<file path="config.mk">
export PLATFORM = sky130hd
export DESIGN_NAME = top_k_group_sum_tracker
export DESIGN_NICKNAME = d
export VERILOG_FILES = /design/src/sv/tkgs_pkg.sv /design/src/sv/tkgs_cell.sv /design/src/sv/tkgs_keep.sv /design/src/sv/top_k_group_sum_tracker.sv
export SDC_FILE = /design/constraint.sdc
export NUM_CORES = 2
export LEC_CHECK = 0
export ABC_CLOCK_PERIOD_IN_PS = 9300
export BUFFER_PORTS_ARGS = -buffer_cell sky130_fd_sc_hd__buf_2
export CORE_ASPECT_RATIO = 0.9
export CORE_MARGIN = 4
export CORE_UTILIZATION = 50
export DETAILED_ROUTE_END_ITERATION = 6
export GPL_TIMING_DRIVEN = 1
export PLACE_DENSITY = 0.66
export SKIP_CTS_REPAIR_TIMING = 1
export SLEW_MARGIN = 30
export SYNTH_ARGS = -nofsm -noshare
export SYNTH_HDL_FRONTEND = slang
export SYNTH_SLANG_ARGS = --single-unit
</file>
<file path="constraint.sdc">
create_clock -name clk -period 9.3 [get_ports clk]
set_input_delay 0.465 -clock clk [delete_from_list [all_inputs] [get_ports clk]]
set_output_delay 0.465 -clock clk [all_outputs]
set_load 0.03 [all_outputs]
</file>
<file path="src/sv/tkgs_pkg.sv">
// ----------------------------------------------------------------------------
// tkgs_pkg: shared types and constants of the top-k group sum tracker
// Holds the keep size, the field widths, the command codes, the slot
// operation codes and the structs passed between the modules.
// ----------------------------------------------------------------------------
`default_nettype none

package tkgs_pkg;

	// Number of slots built into the keep.
	localparam int MAX_SLOTS = 8;

	// Widths of the fields.
	localparam int SUM_W   = 32;
	localparam int VAL_W   = 16;
	localparam int TOT_W   = 35;
	localparam int KEPT_W  = 4;
	localparam int KCNT_W  = 4;
	localparam int CNT_W   = $clog2(MAX_SLOTS + 1);

	// Reset value of the keep_count register.
	localparam logic [KCNT_W-1:0] KEEP_RESET = 4'd3;

	// Input commands.
	typedef enum logic [1:0] {
		CMD_ADD   = 2'd0,
		CMD_CLOSE = 2'd1,
		CMD_CLEAR = 2'd2,
		CMD_NONE  = 2'd3
	} cmd_t;

	// What the row of slot cells does in a cycle.
	typedef enum logic [1:0] {
		OP_HOLD,
		OP_INSERT,
		OP_REPLACE
	} op_t;

	// Keep status: number of kept sums and their total.
	typedef struct packed {
		logic [CNT_W-1:0] count;
		logic [TOT_W-1:0] total;
	} keep_stat_t;

	// One result beat.
	typedef struct packed {
		logic [SUM_W-1:0]  best_group;
		logic [TOT_W-1:0]  top_total;
		logic [KEPT_W-1:0] kept;
		logic [SUM_W-1:0]  group_running;
		logic              saturated;
	} res_t;

endpackage

`default_nettype wire

</file>
<file path="src/sv/tkgs_cell.sv">
// ----------------------------------------------------------------------------
// tkgs_cell: one slot of the sorted keep
// Holds one kept sum. The row is kept in ascending order; on an insert
// or a replace each cell takes its own value, a neighbor's or the offer.
// ----------------------------------------------------------------------------
`default_nettype none

module tkgs_cell (
	input  wire logic                        clk,
	input  wire tkgs_pkg::op_t               op,
	input  wire logic [tkgs_pkg::SUM_W-1:0]  offer,
	input  wire logic                        valid,
	input  wire logic                        left_lt,
	input  wire logic [tkgs_pkg::SUM_W-1:0]  left_val,
	input  wire logic                        right_lt,
	input  wire logic [tkgs_pkg::SUM_W-1:0]  right_val,
	output logic      [tkgs_pkg::SUM_W-1:0]  val,
	output logic                             lt
);

	logic [tkgs_pkg::SUM_W-1:0] slot_q;
	logic [tkgs_pkg::SUM_W-1:0] slot_d;

	assign val = slot_q;
	assign lt  = valid && (slot_q < offer);

	always_comb begin
		slot_d = slot_q;
		case (op)
			tkgs_pkg::OP_INSERT: begin
				// Values below the offer stay, the first cell at or above it
				// takes the offer, the rest move up by one.
				if (!lt) begin
					slot_d = left_lt ? offer : left_val;
				end
			end
			tkgs_pkg::OP_REPLACE: begin
				// The smallest drops out; values below the offer move down.
				if (right_lt) begin
					slot_d = right_val;
				end else if (lt) begin
					slot_d = offer;
				end
			end
			default: begin
				slot_d = slot_q;
			end
		endcase
	end

	always_ff @(posedge clk) begin
		slot_q <= slot_d;
	end

endmodule

`default_nettype wire

</file>
<file path="src/sv/tkgs_keep.sv">
// ----------------------------------------------------------------------------
// tkgs_keep: keep of the largest group sums
// A row of slot cells in ascending order with the kept count and the
// running total of the kept sums. Gives the status after this cycle.
// ----------------------------------------------------------------------------
`default_nettype none

module tkgs_keep (
	input  wire logic                         clk,
	input  wire logic                         arst_n,
	input  wire logic                         clear,
	input  wire logic                         close,
	input  wire logic [tkgs_pkg::SUM_W-1:0]   offer,
	input  wire logic [tkgs_pkg::KCNT_W-1:0]  keep_count,
	output tkgs_pkg::keep_stat_t              stat_d
);

	localparam int NS = tkgs_pkg::MAX_SLOTS;
	localparam int CW = tkgs_pkg::CNT_W;
	localparam int TW = tkgs_pkg::TOT_W;
	localparam int SW = tkgs_pkg::SUM_W;

	logic [CW-1:0]  count_q;
	logic [TW-1:0]  total_q;
	logic [CW-1:0]  cap;
	tkgs_pkg::op_t  op;
	logic [SW-1:0]  slot_val [NS];
	logic           slot_lt  [NS];

	// Capacity is keep_count limited to the built slot count.
	always_comb begin
		if (32'(keep_count) > 32'(NS)) begin
			cap = CW'(NS);
		end else begin
			cap = CW'(keep_count);
		end
	end

	// Slot 0 always holds the smallest kept sum.
	always_comb begin
		op           = tkgs_pkg::OP_HOLD;
		stat_d.count = count_q;
		stat_d.total = total_q;
		if (clear) begin
			stat_d.count = '0;
			stat_d.total = '0;
		end else if (close) begin
			if (count_q < cap) begin
				op           = tkgs_pkg::OP_INSERT;
				stat_d.count = count_q + CW'(1);
				stat_d.total = total_q + TW'(offer);
			end else if (count_q == cap && cap != '0 && offer > slot_val[0]) begin
				op           = tkgs_pkg::OP_REPLACE;
				stat_d.total = total_q + TW'(offer) - TW'(slot_val[0]);
			end
		end
	end

	for (genvar i = 0; i < NS; i++) begin : g_cell
		logic          valid;
		logic          left_lt;
		logic [SW-1:0] left_val;
		logic          right_lt;
		logic [SW-1:0] right_val;

		assign valid = CW'(i) < count_q;

		if (i == 0) begin : g_first
			assign left_lt  = 1'b1;
			assign left_val = offer;
		end else begin : g_mid
			assign left_lt  = slot_lt[i-1];
			assign left_val = slot_val[i-1];
		end

		if (i == NS - 1) begin : g_last
			assign right_lt  = 1'b0;
			assign right_val = '0;
		end else begin : g_inner
			assign right_lt  = slot_lt[i+1];
			assign right_val = slot_val[i+1];
		end

		tkgs_cell u_cell (
			.clk       (clk),
			.op        (op),
			.offer     (offer),
			.valid     (valid),
			.left_lt   (left_lt),
			.left_val  (left_val),
			.right_lt  (right_lt),
			.right_val (right_val),
			.val       (slot_val[i]),
			.lt        (slot_lt[i])
		);
	end

	always_ff @(posedge clk or negedge arst_n) begin
		if (!arst_n) begin
			count_q <= '0;
			total_q <= '0;
		end else begin
			count_q <= stat_d.count;
			total_q <= stat_d.total;
		end
	end

endmodule

`default_nettype wire

</file>
<file path="src/sv/top_k_group_sum_tracker.sv">
// ----------------------------------------------------------------------------
// top_k_group_sum_tracker: streaming top-k selection over group sums
// Sums item values into groups, keeps the largest closed group sums in a
// sorted row of slot cells and reports the state after every beat.
// ----------------------------------------------------------------------------
//   Input channel (in_valid/in_stall, cmd, value): one beat per item. cmd
//   adds value to the open group, closes the group and offers its sum to
//   the keep, clears all state, or does nothing.
//   Output channel (out_valid/out_stall): one result beat per input beat,
//   showing the largest group sum, the total and count of kept sums, the
//   open group sum and the saturation flag after that item.
//   keep_count is written through cfg_wr_en/cfg_wr_data; the user must do
//   so while no beat is in flight, as the block does not enforce it. It
//   takes effect on the next item. A result is registered as its item is
//   taken. One item is taken per cycle while in_stall is low, and its
//   state update, slot row insert or replace included, ends in that cycle.
//   Reset clears all state, empties the output buffer and sets keep_count
//   to 3. A stalled receiver holds the output beat; one more result goes to
//   a skid register, and in_stall rises only while that register is full.
// ----------------------------------------------------------------------------
`default_nettype none

module top_k_group_sum_tracker (
	input  wire logic                         clk,
	input  wire logic                         arst_n,
	input  wire logic                         cfg_wr_en,
	input  wire logic [tkgs_pkg::KCNT_W-1:0]  cfg_wr_data,
	input  wire logic                         in_valid,
	output logic                              in_stall,
	input  wire logic [1:0]                   cmd,
	input  wire logic [tkgs_pkg::VAL_W-1:0]   value,
	output logic                              out_valid,
	input  wire logic                         out_stall,
	output logic [tkgs_pkg::SUM_W-1:0]        best_group,
	output logic [tkgs_pkg::TOT_W-1:0]        top_total,
	output logic [tkgs_pkg::KEPT_W-1:0]       kept,
	output logic [tkgs_pkg::SUM_W-1:0]        group_running,
	output logic                              saturated
);

	localparam int SW = tkgs_pkg::SUM_W;

	// Configuration register.
	logic [tkgs_pkg::KCNT_W-1:0] keep_count_q;

	// Group state.
	logic [SW-1:0] open_sum_q;
	logic [SW-1:0] open_sum_d;
	logic [SW-1:0] largest_q;
	logic [SW-1:0] largest_d;
	logic          sat_q;
	logic          sat_d;
	logic [SW:0]   add_sum;

	// Output register and skid register.
	tkgs_pkg::res_t out_q;
	tkgs_pkg::res_t skid_q;
	tkgs_pkg::res_t res_d;
	logic           out_valid_q;
	logic           skid_valid_q;

	logic                 in_fire;
	logic                 out_fire;
	logic                 do_close;
	logic                 do_clear;
	tkgs_pkg::keep_stat_t stat_d;

	assign in_stall = skid_valid_q;
	assign in_fire  = in_valid && !skid_valid_q;
	assign out_fire = out_valid_q && !out_stall;
	assign do_close = in_fire && (cmd == tkgs_pkg::CMD_CLOSE);
	assign do_clear = in_fire && (cmd == tkgs_pkg::CMD_CLEAR);

	// The 33-bit add tells whether the open sum passes its ceiling.
	assign add_sum = {1'b0, open_sum_q} + {{(SW + 1 - tkgs_pkg::VAL_W){1'b0}}, value};

	always_comb begin
		open_sum_d = open_sum_q;
		largest_d  = largest_q;
		sat_d      = sat_q;
		if (in_fire) begin
			case (cmd)
				tkgs_pkg::CMD_ADD: begin
					if (add_sum[SW]) begin
						open_sum_d = '1;
						sat_d      = 1'b1;
					end else begin
						open_sum_d = add_sum[SW-1:0];
						if (add_sum[SW-1:0] == '1) begin
							sat_d = 1'b1;
						end
					end
				end
				tkgs_pkg::CMD_CLOSE: begin
					if (open_sum_q > largest_q) begin
						largest_d = open_sum_q;
					end
					open_sum_d = '0;
				end
				tkgs_pkg::CMD_CLEAR: begin
					open_sum_d = '0;
					largest_d  = '0;
					sat_d      = 1'b0;
				end
				default: begin
					open_sum_d = open_sum_q;
				end
			endcase
		end
	end

	tkgs_keep u_keep (
		.clk        (clk),
		.arst_n     (arst_n),
		.clear      (do_clear),
		.close      (do_close),
		.offer      (open_sum_q),
		.keep_count (keep_count_q),
		.stat_d     (stat_d)
	);

	// The result shows the state after the item.
	always_comb begin
		res_d.best_group    = largest_d;
		res_d.top_total     = stat_d.total;
		res_d.kept          = tkgs_pkg::KEPT_W'(stat_d.count);
		res_d.group_running = open_sum_d;
		res_d.saturated     = sat_d;
	end

	always_ff @(posedge clk or negedge arst_n) begin
		if (!arst_n) begin
			keep_count_q <= tkgs_pkg::KEEP_RESET;
			open_sum_q   <= '0;
			largest_q    <= '0;
			sat_q        <= 1'b0;
		end else begin
			if (cfg_wr_en) begin
				keep_count_q <= cfg_wr_data;
			end
			open_sum_q <= open_sum_d;
			largest_q  <= largest_d;
			sat_q      <= sat_d;
		end
	end

	// Output buffer: the output register refills from the skid register
	// first, then from a new result; a new result that finds the output
	// register held goes to the skid register.
	always_ff @(posedge clk or negedge arst_n) begin
		if (!arst_n) begin
			out_valid_q  <= 1'b0;
			skid_valid_q <= 1'b0;
		end else begin
			if (out_fire || !out_valid_q) begin
				out_valid_q  <= skid_valid_q || in_fire;
				skid_valid_q <= 1'b0;
			end else if (in_fire) begin
				skid_valid_q <= 1'b1;
			end
		end
	end

	always_ff @(posedge clk) begin
		if (out_fire || !out_valid_q) begin
			if (skid_valid_q) begin
				out_q <= skid_q;
			end else if (in_fire) begin
				out_q <= res_d;
			end
		end else if (in_fire) begin
			skid_q <= res_d;
		end
	end

	assign out_valid     = out_valid_q;
	assign best_group    = out_q.best_group;
	assign top_total     = out_q.top_total;
	assign kept          = out_q.kept;
	assign group_running = out_q.group_running;
	assign saturated     = out_q.saturated;

endmodule

`default_nettype wire

</file>
== Word-level counts from Yosys, hierarchy flattened ==
Cells that the tools add are included.

* Flip-flop bits (word level): 574
* Input bits: 27
* Output and inout port bits: 106
* Logic and storage cells: 136

* Add/subtract/negate cells: 4
* $lt $le $gt $ge: 20
* Eq/ne operators: 8
* Multiplexer cells: 48
* Bitwise logic cells: 1
* Reductions and logical operators: 29

{| class="wikitable"
|+ Operators by type and width
! cell !! count
|-
| 32-bit two-way mux || 20
|-
| 32-bit one-hot mux with 2 select lines || 10
|-
| 32-bit < comparator || 8
|-
| 104-bit two-way mux || 2
|-
| 39-bit two-way mux || 2
|-
| 35-bit two-way mux || 2
|-
| 32-bit > comparator || 2
|-
| 35-bit by 32-bit adder with 35-bit output || 1
|-
| 35-bit by 32-bit subtractor with 35-bit output || 1
|-
| 32-bit by 16-bit adder with 33-bit output || 1
|-
| 32-bit == test (second input constant) || 1
|-
| 3-bit by 4-bit < comparator with 1-bit output (first input constant) || 4
|-
| 1-bit logical AND || 14
|-
| 1-bit by 4-bit < comparator with 1-bit output (first input constant) || 2
|-
| 2-bit by 4-bit < comparator with 1-bit output (first input constant) || 2
|-
| 2-bit two-way mux || 4
|-
| 4-bit two-way mux || 2
|-
| 2-bit AND reduction || 4
|-
| 2-bit nonzero test || 3
|-
| 1-bit two-way mux || 5
|-
| 4-bit by 1-bit adder with 4-bit output (second input constant) || 1
|-
| 2-bit by 1-bit == test with 1-bit output (second input constant) || 2
|-
| 2-bit == test (second input constant) || 2
|-
| 4-bit == test || 1
|-
| other kinds (11) || 14
|}

== Logic depth before layout (Yosys ltp) ==
* Depth after elaboration: 12
* Gate-level depth with buffers: 21
* Depth with buffers taken out: 20

== Modules after synthesis ==
A second synthesis with hierarchy kept.

* Cells, all modules: 3,832
* Area, all modules: 37,868.8 µm²

{| class="wikitable"
|+ By module, submodules not included
! module !! times used !! cells each !! area each (µm²) !! seq. area each (µm²)
|-
| tkgs_cell || 8 || 255 || 2,298.5 || 960.9
|-
| top_k_group_sum_tracker || 1 || 985 || 13,150.1 || 8,025.2
|-
| tkgs_keep || 1 || 807 || 6,331.1 || 975.9
|}

== Worst setup path before layout ==
No wires, ideal clock.

* Path kind: reg2reg
* From: reg open_sum_q[23]
* To: reg u_keep.g_cell[1].u_cell.slot_q (netlist bit u_keep.g_cell[1].u_cell.val[0]) (enable)
* Library setup time: 0.545 ns
* Data arrival time: 6.841 ns
* Data required time: 8.755 ns
* Path slack: 1.914 ns
* Stages on the path, launching flop included: 15
* Buffers on the path: 1
* Period minus slack after synthesis: 7.386 ns
* Path through: dfrtp_1 -> clkbuf_1 -> inv_1 -> ha_1 -> a2111oi_0 -> a2111oi_0 -> o21ai_1 -> o211ai_1 -> nor3_1 -> nand2_1 -> nor3_1 -> nand2b_1 -> inv_1 -> ha_1 -> inv_1

* Cells in the longest elaborated chain, start to end: 8
* Elaborated cells between the ends (all ways): 9
* Those cells by class: 1 x order compare; 2 x eq/ne; 4 x mux; 2 x reduce/logical

{| class="wikitable"
|+ Ends and longest elaborated chain
! element !! RTL line !! source
|-
| start: declaration || top_k_group_sum_tracker.sv:47 || <nowiki>logic [SW-1:0] open_sum_q;</nowiki>
|-
| start signal: assignment || top_k_group_sum_tracker.sv:141 || <nowiki>open_sum_q <= open_sum_d;</nowiki>
|-
| 32-bit > comparator * || tkgs_keep.sv:52 || <nowiki>end else if (count_q == cap && cap != '0 && offer > slot_val[0]) begin</nowiki>
|-
| 1-bit logical AND * || tkgs_keep.sv:52 ||
|-
| 2-bit two-way mux * || tkgs_keep.sv:52 ||
|-
| 2-bit two-way mux * || tkgs_keep.sv:48 || <nowiki>if (count_q < cap) begin</nowiki>
|-
| 2-bit two-way mux * || tkgs_keep.sv:47 || <nowiki>end else if (close) begin</nowiki>
|-
| 2-bit two-way mux * || tkgs_keep.sv:44 || <nowiki>if (clear) begin</nowiki>
|-
| 2-bit == test / 2-bit by 1-bit == test with 1-bit output (equally long branches) || tkgs_cell.sv:29 || <nowiki>case (op)</nowiki>
|-
| 2-bit nonzero test (no line) * || n/a ||
|-
| end signal: assignment || tkgs_cell.sv:52 || <nowiki>slot_q <= slot_d;</nowiki>
|-
| end: declaration || tkgs_cell.sv:21 || <nowiki>logic [tkgs_pkg::SUM_W-1:0] slot_q;</nowiki>
|}

Mark *: on every way between the ends. The rest lies on a longest branch, timed or not.
A chain may end at the register's enable or synchronous reset.

== Worst setup path in the final report ==
* From: reg open_sum_q[12]
* To: reg u_keep.g_cell[3].u_cell.slot_q (netlist bit u_keep.g_cell[3].u_cell.val[14]), data pin

* Cells in the longest elaborated chain, start to end: 8
* Elaborated cells between the ends (all ways): 19
* Those cells by class: 4 x order compare; 2 x eq/ne; 9 x mux; 4 x reduce/logical

{| class="wikitable"
|+ Ends and longest elaborated chain
! element !! RTL line !! source
|-
| 32-bit > comparator || tkgs_keep.sv:52 ||
|-
| 1-bit logical AND || tkgs_keep.sv:52 ||
|-
| 2-bit two-way mux || tkgs_keep.sv:52 ||
|-
| 2-bit two-way mux || tkgs_keep.sv:48 ||
|-
| 2-bit two-way mux || tkgs_keep.sv:47 ||
|-
| 2-bit two-way mux || tkgs_keep.sv:44 ||
|-
| 2-bit == test / 2-bit by 1-bit == test with 1-bit output (equally long branches) || tkgs_cell.sv:29 ||
|-
| 32-bit one-hot mux with 2 select lines * || tkgs_cell.sv:29 ||
|-
| via u_keep.g_cell[3].u_cell.slot_d (one bit) || tkgs_cell.sv:22 || <nowiki>logic [tkgs_pkg::SUM_W-1:0] slot_d;</nowiki>
|-
| end signal: assignment || tkgs_cell.sv:52 ||
|-
| end: declaration || tkgs_cell.sv:21 ||
|}

Mark *: on every way through the listed nets, which the timed path passes. The rest lies on a longest branch.

==> summary.txt <==
Routing
  • Residual DRC: 0
  • Iter 0 DRT Violations: 3398
  • Vias: 31805
  • Vias per std cell: 6.34
  • ANT nets after route: 0
  • First-pass iteration count of the detailed router: 6
  • Post-Route WL: 127000 um
  • Wirelength per Cell: 25.2 um

Layout
  • Area grow syn2layout: 11.0%
  • NumNets Final: 4333
  • Share of layout cells above drive strength 1: 11.1%
  • Fin util: 56.1%
  • Filler instances: 6710
  • Most frequent cells in the layout: 464 x edfxtp_1, 402 x nand2_1, 370 x ha_1
  • Commonest non-fill, non-tap cell in the layout: edfxtp_1

STA
  • Worst Tran Pin Value: 1.04 ns
  • Unrepaired setup endpoints after global routing: no
  • Final worst-path cycle share: 64.3%
  • Fin. max-slew vios: 0
  • Setup violations, final: 0
  • Setup Skew: 0.0356 ns
  • Fmax: 167 MHz
  • Setup Total Neg Slack: 0 ns
  • Minimum clock period: 5.98 ns
  • Final hold vios: 0
  • Relative slew slack: 30.5%

Synthesis
  • Post-synthesis instance total: 3872
  • Synth Area in Simple Gates: 11.1%
  • Largest area contributor in the netlist: edfxtp_1
  • Synth top area cells: edfxtp_1 36%, ha_1 12%, dfrtp_1 7.0%
  • Register bit count reported by yosys: 574
  • Mux cell area share after synthesis: 8.10%
  • Syn. warnings: 0
  • Yosys top cell area share: 36.1%
  • Synth async-reset ratio: 19.2%
  • Ys flop type: edfxtp_1
  • Syn Nets: 4274
  • Syn avg cell area: 9.96 sq um
  • Mapped Area: 0.0385 sq mm
  • Synth Area in Compound Gates: 19.8%
  • Post-Synth Adder-Cell Area: 12.2%
  • Post-synth EDFFs: 464
  • Unique cell type count in the Yosys netlist: 89
  • Post-synthesis xor/xnor area fraction: 1.64%
  • Register area share after synthesis: 43.3%
  • Combinational family with the most area after synthesis: compound AO/OA/AOI/OAI gates

Worst setup path
  • WS Path Type: register to register
  • Worst-case reg-to-reg path depth: 16
  • Worst R2R Setup Slack: 3.32 ns
  • Critical Path Start Type: register
  • Setup crit end kind: register
  • Reg2reg end: u_keep.g_cell[3].u_cell.val[14]
  • CP Cell Sequence: inv_1, ha_1, a21oi_1, o21ai_0, a21oi_1, nor2b_1, nor3_1, nand2_1, nor3_1, nand2b_1, inv_1, ha_4, buf_4, buf_12, o21ai_0, o22ai_1
  • R2R Path Start: open_sum_q[12]
  • Crit path DAT: 6.47 ns
  • CP required: 9.79 ns
  • Slowest-stage cell, CP: buf_4
  • Crit-path max cell delay: 0.70 ns
  • CP Max Fanout: 169

Global route
  • GRT Overall Usage: 30.3%
  • Pin count of the biggest net entering global routing: 170
  • First-pass GRT wire length: 189000 um
  • Vias in the first global route: 29646
  • Initial antenna violation count: 5
  • Overflow after GRT: 0

Power and ir drop
  • Maximum VDD drop: 180 uV
  • Leakage power: 17.2 nW
  • PwrDens: 210 mW/mm^2
  • Total power: 8.96 mW

Floorplan
  • Io pins: 133
  • # rows: 96
  • Initial core utilization: 50.5%
  • Die Y: 271 um
  • Horizontal die dimension: 301 um
  • Core ar.: 0.0763 sq mm
  • Die area: 0.0816 sq mm

CTS
  • Clock slew at reported path FFs: 0.06 ns
  • CTS tree: yes
  • CTS Buffer Depth: 3
  • Root buf cell: clkbuf_16
  • Num CTS Buffers: 67
  • Clk_lat worst skew: 0.66 ns
  • Sink count of the clock tree: 574
  • CTS HTree Levels: 3

Placed design
  • GP Congestion: 0.973
  • Final HPWL DP: 89400 um
  • Port Buffers: 132

Run
  • Maxcap violations: 0

Hold path
  • Worst hold start: cfg_wr_data[3]
  • WHS Endpoint: keep_count_q[3]
  • Hold Crit Depth: 3
  • Worst min-delay path class: input port to register

Outcome
  • Status: finished clean
[Yosys cell counts, drive strengths merged, types with 5 or more instances]
master   number
o2111ai       8
inv         165
nand2       403
edfxtp      464
o211ai       56
or2           5
nor3         28
nor2b        26
o21bai       11
xor2         27
o31ai        44
nor4         18
a22oi         7
o21ai       324
a211oi       25
a211o        10
o32ai        35
and4          7
or3           5
dfrtp       108
a2111oi      10
xnor2        45
o211a         6
and2         47
clkbuf      184
a31oi        57
nor2        237
nand2b       23
nand3        56
o221ai        5
a21boi        7
a21o        141
ha          372
o22ai       110
buf          33
mux2i       225
a22o          5
mux2         77
a21oi       288
nand4        59
a41oi         5
o21a         24
and3         23
[kinds of logic after synthesis]
group / after synthesis
buffers and inverters: 384
AO/OA/AOI/OAI: 1216
XOR/XNOR: 72
AND/OR/NAND/NOR: 949
adder cells (fa/ha/maj): 375
multiplexers: 302
flip-flops: 574
[cell type report]
| class | instances | area, sq um | area share (%) |
|---|---|---|---|
| repair buffers | 207 | 1260 | 2.95 |
| well taps | 1029 | 1290 | 3.01 |
| diodes | 2 | 5.00 | 0.0117 |
| clock inverters | 41 | 517 | 1.21 |
| inverters | 167 | 636 | 1.49 |
| clock buffers | 82 | 1790 | 4.19 |
| flip-flops and latches | 574 | 16700 | 39.0 |
| multi-input cells | 2914 | 20600 | 48.1 |
[layer usage]
layer / GRT usage (%) / wire (um) / vias to the layer above
met4: 10.4 / 4930 / 0
met3: 6.28 / 11400 / 245
li1: - / - / 14733
met2: 44.7 / 53700 / 1400
met5: 0 / 0 / -
met1: 44.3 / 56700 / 15427
[registers in the layout, indices dropped and copies added (netlist names), 32 cells and up]
| signal | flops |
|---|---|
| best_group | 32 |
| group_running | 32 |
| largest_q | 32 |
| open_sum_q | 32 |
| skid_q | 104 |
| top_total | 35 |
| u_keep.g_cell.u_cell.val | 256 |
| u_keep.total_q | 35 |
[worst max path at each step]
stage | from | to | slack, ns
2_1_floorplan | open_sum_q[23] | u_keep.g_cell[1].u_cell.val[0] | 1.91
4_1_cts | open_sum_q[23] | u_keep.g_cell[3].u_cell.val[19] | 3.49
3_3_place_gp | open_sum_q[15] | u_keep.g_cell[3].u_cell.val[16] | 3.73
3_5_place_dp | open_sum_q[23] | u_keep.g_cell[7].u_cell.val[10] | 3.53
6_report | open_sum_q[12] | u_keep.g_cell[3].u_cell.val[14] | 3.32
5_1_grt | open_sum_q[23] | u_keep.g_cell[3].u_cell.val[20] | 2.83
[power breakdown]
group          internal, mW  switching [mW]  leakage, nW  total, mW
sequential             3.10           0.199         5.80       3.30
combinational          1.05            1.83         10.3       2.88
clock                  1.56            1.23         1.08       2.78
[critical path: cells and delay by family, from the launching register on]
kind / cells / cell delay (ns)
AO/OA/AOI/OAI: 5 / 0.81
adder cells (fa/ha/maj): 2 / 0.61
buffers and inverters: 4 / 1.90
flip-flops: 1 / 0.68
AND/OR/NAND/NOR: 5 / 1.60
[per-stage QoR]
stage	cells	setup WS (ns)	instance area (sq um)	hold WS, ns
after global routing	5014	2.83	42800	0.0165
after detailed placement	4889	3.53	40400	0.503
after global placement	4889	3.73	40400	0.500
after floorplan	3872	1.91	38500	0.169
after CTS	5012	3.49	42700	-0.109
final	5016	3.32	42800	0.0380
No activity file was read; power rests on OpenSTA's default activity.
